<file path="src/hdl/afm_pkg.sv">
// afm_pkg: widths and head-cell control/result structs for the adaptive
// frequency model. No dependencies.
`timescale 1ns / 1ps

package afm_pkg;

   // A stored count may briefly reach 16 bits plus a carry before halving.
   localparam int CNT_W = 17;
   // Running totals and cumulative sums.
   localparam int TOT_W = 17;
   // Result field widths.
   localparam int SYM_W = 8;
   localparam int RNG_W = 16;
   localparam int INC_W = 8;

   typedef struct packed {
      logic             halve;    // halving pass, not a symbol walk
      logic             dec;      // decode walk: search by target
      logic             found;    // symbol already seen in this walk
      logic             last;     // head holds the last symbol
      logic             key_hit;  // head holds the encode symbol
      logic [RNG_W-1:0] target;
      logic [TOT_W-1:0] low;      // sum of counts already passed
      logic [INC_W-1:0] inc;      // effective increment, never zero
   } head_ctl_type;

   typedef struct packed {
      logic             hit;      // this count belongs to the coded symbol
      logic [CNT_W-1:0] cnt_out;  // value written back into the ring
      logic [TOT_W-1:0] low_out;  // running low after this count
      logic [TOT_W-1:0] high;     // low plus this count
   } head_res_type;

endpackage

</file>
<file path="src/hdl/afm_head.sv">
// afm_head: per-cycle arithmetic on the count at the head of the ring:
// cumulative sum, symbol match, increment and halving. Depends on afm_pkg.
`timescale 1ns / 1ps

module afm_head
   import afm_pkg::*;
(
   input  logic [CNT_W-1:0] cnt,
   input  head_ctl_type     ctl,
   output head_res_type     res
);

   logic [TOT_W-1:0] sum_lc;
   logic             over;
   logic [CNT_W-1:0] shr;
   logic [CNT_W-1:0] half;
   logic             hit;

   always_comb begin
      sum_lc = ctl.low + TOT_W'(cnt);
      over   = sum_lc > TOT_W'(ctl.target);
      shr    = cnt >> 1;
      half   = (shr == '0) ? CNT_W'(1) : shr;
      hit    = !ctl.halve && !ctl.found && (ctl.dec ? (over || ctl.last) : ctl.key_hit);

      res.hit = hit;
      if (ctl.halve) begin
         res.cnt_out = half;
      end else if (hit) begin
         res.cnt_out = cnt + CNT_W'(ctl.inc);
      end else begin
         res.cnt_out = cnt;
      end
      // low stops growing once the symbol is reached
      res.low_out = (!ctl.halve && !ctl.found && !hit) ? sum_lc : ctl.low;
      res.high    = sum_lc;
   end

endmodule

</file>
<file path="config.mk">
export PLATFORM = sky130hd
export DESIGN_NAME = afm_head
export DESIGN_NICKNAME = d
export VERILOG_FILES = /design/src/hdl/afm_pkg.sv /design/src/hdl/afm_head.sv
export SDC_FILE = /design/constraint.sdc
export NUM_CORES = 1
export LEC_CHECK = 0
export BUFFER_PORTS_ARGS = -buffer_cell sky130_fd_sc_hd__buf_2
export CAP_MARGIN = 20
export CORE_MARGIN = 4
export CORE_UTILIZATION = 52
export DETAILED_ROUTE_END_ITERATION = 6
export PLACE_DENSITY = 0.86
export SETUP_SLACK_MARGIN = 0.02
export SYNTH_ARGS = -nofsm -noshare
export SYNTH_HDL_FRONTEND = slang
export SYNTH_SLANG_ARGS = --single-unit
</file>
<file path="constraint.sdc">
create_clock -name vclk -period 25.5
set_clock_uncertainty 0.2 [all_clocks]
set_input_delay 7.65 -clock vclk [all_inputs]
set_output_delay 7.65 -clock vclk [all_outputs]
set_load 0.005 [all_outputs]
</file>
### After elaboration in Yosys (flattened, before gate mapping)

Index checks and enable logic that the tools add are counted.

* latch bits: 0
* flip-flop bits (word level): 0
* logic and storage cells: 16
* output and inout port bits: 52
* input bits: 63
* bits in read-only memories: 0
* RAM bits: 0
* memories kept: 0

* multiply operators: 0
* add/subtract/negate cells: 2
* reduce and logical (&&, ||, !) cells: 8
* bitwise gates (word level): 0
* multiplexer cells: 5
* $lt $le $gt $ge: 1
* eq/ne operators: 0
* shift-type cells: 0
* div/mod/pow operators: 0

Operator list (count)
* two-way mux 17 bit: 3
* adder 17 bit: 1
* adder 17 x 8 -> 17 bit: 1
* > comparator 17 x 16 -> 1 bit: 1
* logical NOT 17 bit: 1
* two-way mux 16 bit: 1
* logical AND 1 bit: 3
* logical NOT 1 bit: 3
* logical OR 1 bit: 1
* two-way mux 1 bit: 1

### Longest topological paths before layout

Gate-level depths: netlist of run 1.

* depth in word-level cells: 8
* gate-level depth with buffers: 20
* gate-level depth less buffers: 20

### Worst setup path after synthesis of run 1

No wires, ideal clock.

* kind: input -> output
* start: in cnt[0]
* end: out res[34] in the netlist's numbering
* required time: 17.650 ns
* path slack: 6.596 ns
* arrival time: 11.054 ns
* buffers on the path: 1
* stages: 18
* path through: ha_1 > inv_1 > fa_1 > nor2b_4 > o31ai_2 > a31oi_1 > a221o_2 > a31oi_1 > xnor2_1 > ha_1 > a21o_1 > a21oi_1 > nand4b_1 > a31o_2 > o21ai_2 > buf_2 > nor2_1 > a221oi_1

RTL lines
* from (decl): line afm_head.sv:8 `input logic [CNT_W-1:0] cnt,`
* to (decl): line afm_head.sv:10 `output head_res_type res`

==> results of run 1 <==
[placed cells by master, fill, tap and decap left out, drive strengths merged, types with 2 or more instances in the layout]
cell type | Yosys | layout
a31oi | 2 | 2
nor4 | 4 | 4
nor2b | 11 | 11
mux2i | 2 | 2
o21bai | 3 | 3
a21o | 11 | 11
a41oi | 2 | 2
buf | 4 | 115
nand3 | 19 | 19
xnor2 | 16 | 16
nand2b | 3 | 3
and4 | 3 | 3
o21ai | 19 | 19
o311ai | 5 | 5
nor3 | 7 | 7
nand4 | 3 | 3
a21oi | 19 | 19
a22oi | 5 | 5
fa | 2 | 2
o211ai | 6 | 6
nand4b | 2 | 2
nand2 | 22 | 22
nor2 | 19 | 19
xor2 | 4 | 4
ha | 40 | 40
inv | 31 | 31
mux2 | 17 | 17
o31ai | 2 | 2
or4 | 2 | 2
o21a | 2 | 2
[metrics by stage]
step / std cells / hold slack (ns) / util, %
2_1_floorplan: 306 / 15.21 / -
3_3_place_gp: 464 / 15.40 / 69.2
3_5_place_dp: 464 / 15.40 / 69.2
4_1_cts: 464 / 15.40 / 69.2
5_1_grt: 464 / 15.42 / 69.2
6_report: 464 / 15.41 / 69.2
[critical path: cells and delay by family]
family,cells,cell delay (ns)
AO/OA/AOI/OAI,9,2.66
adder cells (fa/ha/maj),2,0.63
AND/OR/NAND/NOR,3,0.60
buffers and inverters,3,0.58
XOR/XNOR,1,0.14
[cell families after synthesis]
kind of cell / count (synthesis) / share of synthesized area, %
AND/OR/NAND/NOR: 101 / 23.9
AO/OA/AOI/OAI: 85 / 26.3
adder cells (fa/ha/maj): 42 / 24.4
buffers and inverters: 39 / 7.24
XOR/XNOR: 20 / 7.92
multiplexers: 19 / 10.1
[per-layer routing]
metal	share of wire, %	track usage (%)	wire, um	vias to the layer above
li1	-	-	-	1351
met1	41	32.2	2790	1228
met2	49	46.2	3380	117
met3	9.2	1.52	634	8
met4	0.90	3.07	62	0
met5	0	0	0	-
[final timing paths]
check | startpoint | endpoint | depth (start not counted)
worst max-delay path | cnt[1] | res[45] | 18
worst min-delay path | ctl[17] | res[26] | 3
[power groups by stage]
stage	logic (uW)	clock network (uW)	registers [uW]
2_1_floorplan	47.0	0	0
3_3_place_gp	71.3	0	0
3_5_place_dp	73.9	0	0
4_1_cts	74.4	0	0
5_1_grt	83.6	0	0
6_report	74.4	0	0
[final cells by class]
type,instances,area [um^2]
multi-input combinational,267,2050
fill,353,1250
inverter,32,120
tap,50,62.6
timing repair buffer,115,576
==> results.md, run 1 <==
* Final Max Slew Viols at 0
* Final setup vio count at 0
* Antenna violations before repair at 0
* Post-Syn Instances at 306
* Drt total wl at 6870 um
* Max Cap Violations at 0
* Largest area contributor in the synthesized netlist: ha_1
* CP max stage delay at 0.74 ns
* First-pass GRT wire length at 11300 um
* Most frequent cell after synthesis: ha_1
* Post-synth top cells: 40 x ha_1, 31 x inv_1, 22 x nand2_1
* Critical Path Start Type: input port
* Avg Cell Area, Syn at 7.23 um^2
* Worst min-delay path class: in -> out
* Cell Area, Placed at 0.00281 mm^2
* Area delta synth->final at 27.1%
* Setup WS pre-CTS at 5.42 ns
* Critical Path Fanout Max at 28
* Period minus WS final at 20.15 ns
* Nets at 521
* Final hold vios at 0
* Wire length per cell at 14.8 um
* Maximum vdd drop at 16.8 uV
* Pwr Density at 26.5 mW/mm^2
* Worst setup path class: in -> out
* GR Util All Layers at 25.0%
* Setup ws final at about 5.4 ns
* Slowest stage cell on the critical path: o21ai_2
* RSZ-0062 raised after global routing: no
* Run status: completed
* RD Place Congestion at slightly below 0.9
* Comb power frac at 100.0%
* DRC violations left at 0
* Drt initial violations at 139
* Core Rows at 23
* Crit path DAT at 12.30 ns
* Dominant cells by area after synthesis: ha_1 23%, xnor2_1 6.3%, inv_1 5.3%
* Die outline width at around 73 um
* IO Port Bufs at 115
* Power share of the clock group at 0%
* PnR Total Power at 74.4 uW
* CP required at 17.65 ns
* Final global-route overflow total at 0
* Clkbuf count at 0
* DRT antenna net count at 0
* Seq pwr share at 0%
* Netlist cell types at 55
* Switching share of total power at a little over half
* Largest net degree at the start of global routing at 29
* Register area at 0 um^2
* LEAKAGE at 0.00149 uW
* Mapped Nets at 411
* Cell area after layout at 0.00281 mm^2
* CP endpoint kind: output pin
* Setup Buffers After CTS at 0
* Antenna cells at 0
* Fmax at 49.6 MHz
* Die Ht at ~73 um
* # IOs at 115
* Critical-path cell list: buf_2, ha_1, a211oi_1, o21bai_1, a21o_1, o41ai_1, o21bai_1, a41oi_1, xnor2_1, ha_1, nand3_1, or3_1, a31o_2, o21ai_2, inv_1, nand4_1, o311ai_0, buf_2
* Pint at about 34 uW
* Layout cells sized above 1 at 31.9%
* Core area at 0.00406 mm^2
* Post-detail-place hpwl at 5890 um
* Pre-antenna DRT Iters at 5
* Yosys warns at 0
* Routed vias at 2704
* Number of flip-flops and latches at 0
* Post-synthesis cell area at about 0.0022 mm^2
* Setup TNS at 0 ns
* Slew of the pin with the lowest slew margin at approximately 0.96 ns
* CTS hold repair buffers at 0
* Die area at 0.00536 mm^2
* Synth top area share at 22.6%
* Relative max-transition margin at 36.1%
* Psw at around 40 uW
* Period utilization at 79.0%
* Vias in the first global route at 2591
* Initial Util at 54.5%
* Post-cts sizing count at 0
* Vias per Instance at 5.83
* Seq/Total Area, Yosys at 0%
Note: power is estimated with default switching activity, not from simulation.
==> run 2, diff against run 1 <==
--- a/config.mk
+++ b/config.mk
@@ -8,9 +8,9 @@
 export BUFFER_PORTS_ARGS = -buffer_cell sky130_fd_sc_hd__buf_2
 export CAP_MARGIN = 20
 export CORE_MARGIN = 4
-export CORE_UTILIZATION = 52
+export CORE_UTILIZATION = 44
 export DETAILED_ROUTE_END_ITERATION = 6
-export PLACE_DENSITY = 0.86
+export PLACE_DENSITY = 0.77
 export SETUP_SLACK_MARGIN = 0.02
 export SYNTH_ARGS = -nofsm -noshare
 export SYNTH_HDL_FRONTEND = slang
==> constraint.sdc (replaced) <==
create_clock -name vclk -period 17.9
set_clock_uncertainty 0.2 [all_clocks]
set_input_delay 5.37 -clock vclk [all_inputs]
set_output_delay 5.37 -clock vclk [all_outputs]
set_load 0.005 [all_outputs]
==> run 2 against run 1 <==
Compared with the run above: cell count rose by 3.7%; via count fell by 3.4%; die area rose by 16%; wire length fell by 3.3%.
==> results.md, run 2 (synthesized netlist as in run 1, its figures left out) <==
* Run status: completed
* Worst hold start: ctl[20]
* Setup Buffers After CTS at 0
* Vias per Instance at 5.43
* Final core occ at between 50% and 60%
* Die outline width at roughly 79 um
* Largest net degree at the start of global routing at 29
* Commonest cells after routing, fill and taps aside: 115 x buf_2, 40 x ha_1, 31 x inv_1
* Final Max Slew Viols at 0
* Die Ht at 78.9 um
* Hold path cells at 3
* RD Place Congestion at slightly above 0.9
* Final setup vio count at 0
* Setup ws final at 2.45 ns
* Worst min-delay path class: in -> out
* Crit path max-delay family: compound AO/OA/AOI/OAI gates
* Slowest stage cell on the critical path: o21ai_2
* Register area at 0 um^2
* Wire length per cell at approximately 14 um
* CP max stage delay at ~0.74 ns
* Area delta synth->final at 28.0%
* Worst Hold End: res[29]
* Critical Path Start Type: input port
* Pwr Density at between 30 and 40 mW/mm^2
* Final global-route overflow total at 0
* Setup WS pre-CTS at 2.44 ns
* IO Port Bufs at 115
* Vias in the first global route at 2416
* Slew of the pin with the lowest slew margin at around 0.96 ns
* Hold slack final at 10.84 ns
* Core Rows at 25
* Setup TNS at 0 ns
* Final hold vios at 0
* Fmax at about 65 MHz
* First-pass GRT wire length at 10800 um
* Clkbuf count at 0
* Stages on worst setup path at 20
* Period minus WS final at approximately 15 ns
* Antenna violations before repair at 0
* # IOs at about 120
* Worst setup path class: in -> out
* GR Util All Layers at 20.3%
* RSZ-0062 raised after global routing: no
* CP required at around 12 ns
* Period utilization at 86.3%
* PnR Total Power at 105 uW
* CTS hold repair buffers at 0
* Initial Util at 46.2%
* Critical-path cell list: buf_2, ha_1, inv_1, fa_1, nor2b_4, o31ai_2, a31oi_1, a221o_2, a31oi_1, xnor2_1, ha_1, a21o_1, a21oi_1, nand4b_1, a31o_2, o21ai_2, inv_1, nand4_1, o311ai_0, buf_2
* LEAKAGE at 0.00149 uW
* Footprint of the multi-input gates at between 0.002 and 0.0025 mm^2
* Routed vias at 2613
* CP endpoint kind: output pin
* Post-cts sizing count at 0
* Crit path DAT at approximately 10 ns
* Nets at between 500 and 600
* Number of flip-flops and latches at 0
* # fillers at 488
* DRC violations left at 0
* Antenna cells at 0
* Max Cap Violations at 0
* Drt total wl at 6640 um
* Relative max-transition margin at ~36%
* Core area at between 0.004 and 0.005 mm^2
* Post-detail-place hpwl at 5690 um
* Drt initial violations at 135
* Count of buffer and inverter cells on the critical path at 4
* Pre-antenna DRT Iters at 4
* Die area at 0.00622 mm^2
* Critical Path Fanout Max at 28
* Most common cell after layout, fill and taps aside: buf_2
* DRT antenna net count at 0
* Layout cells sized above 1 at 31.9%
* Maximum vdd drop at 18.0 uV
==> run 2: worst max-delay path by stage <==
stage,to,slack [ns],startpoint
global route,res[45],1.96,cnt[0]
detailed placement,res[45],2.44,cnt[0]
CTS,res[45],2.45,cnt[0]
global placement,res[45],2.58,cnt[0]
finish,res[45],2.45,cnt[0]
floorplan,res[34],3.56,cnt[0]
==> run 2: worst min-delay path, stage by stage <==
cell,delay (ns)
buf_2,0.09
mux2_1,0.12
buf_2,0.10
==> run 2: stage by stage <==
step / instance area (um^2) / cells
6_report: 2830 / 481
5_1_grt: 2830 / 481
4_1_cts: 2830 / 481
3_5_place_dp: 2830 / 481
3_3_place_gp: 2830 / 481
2_1_floorplan: 2210 / 306
==> run 2: power by group <==
group,switching [uW],total [uW],internal [uW]
sequential,0,0,0
combinational,56.2,105,48.5
clock,0,0,0
==> run 2: metal layers <==
| layer | global-route usage [%] | up-vias | routed length (um) |
|---|---|---|---|
| met3 | 2.61 | 9 | 517 |
| met1 | 27.2 | 1151 | 3060 |
| met5 | 0 | - | 0 |
| li1 | - | 1357 | - |
| met4 | 1.20 | 0 | 44 |
| met2 | 36.2 | 96 | 3010 |
==> run 2: cell type report <==
class | count | area share, %
Multi-Input combinational cell | 267 | 72.5
Tap cell | 67 | 2.96
Inverter | 32 | 4.24
Timing Repair Buffer | 115 | 20.3
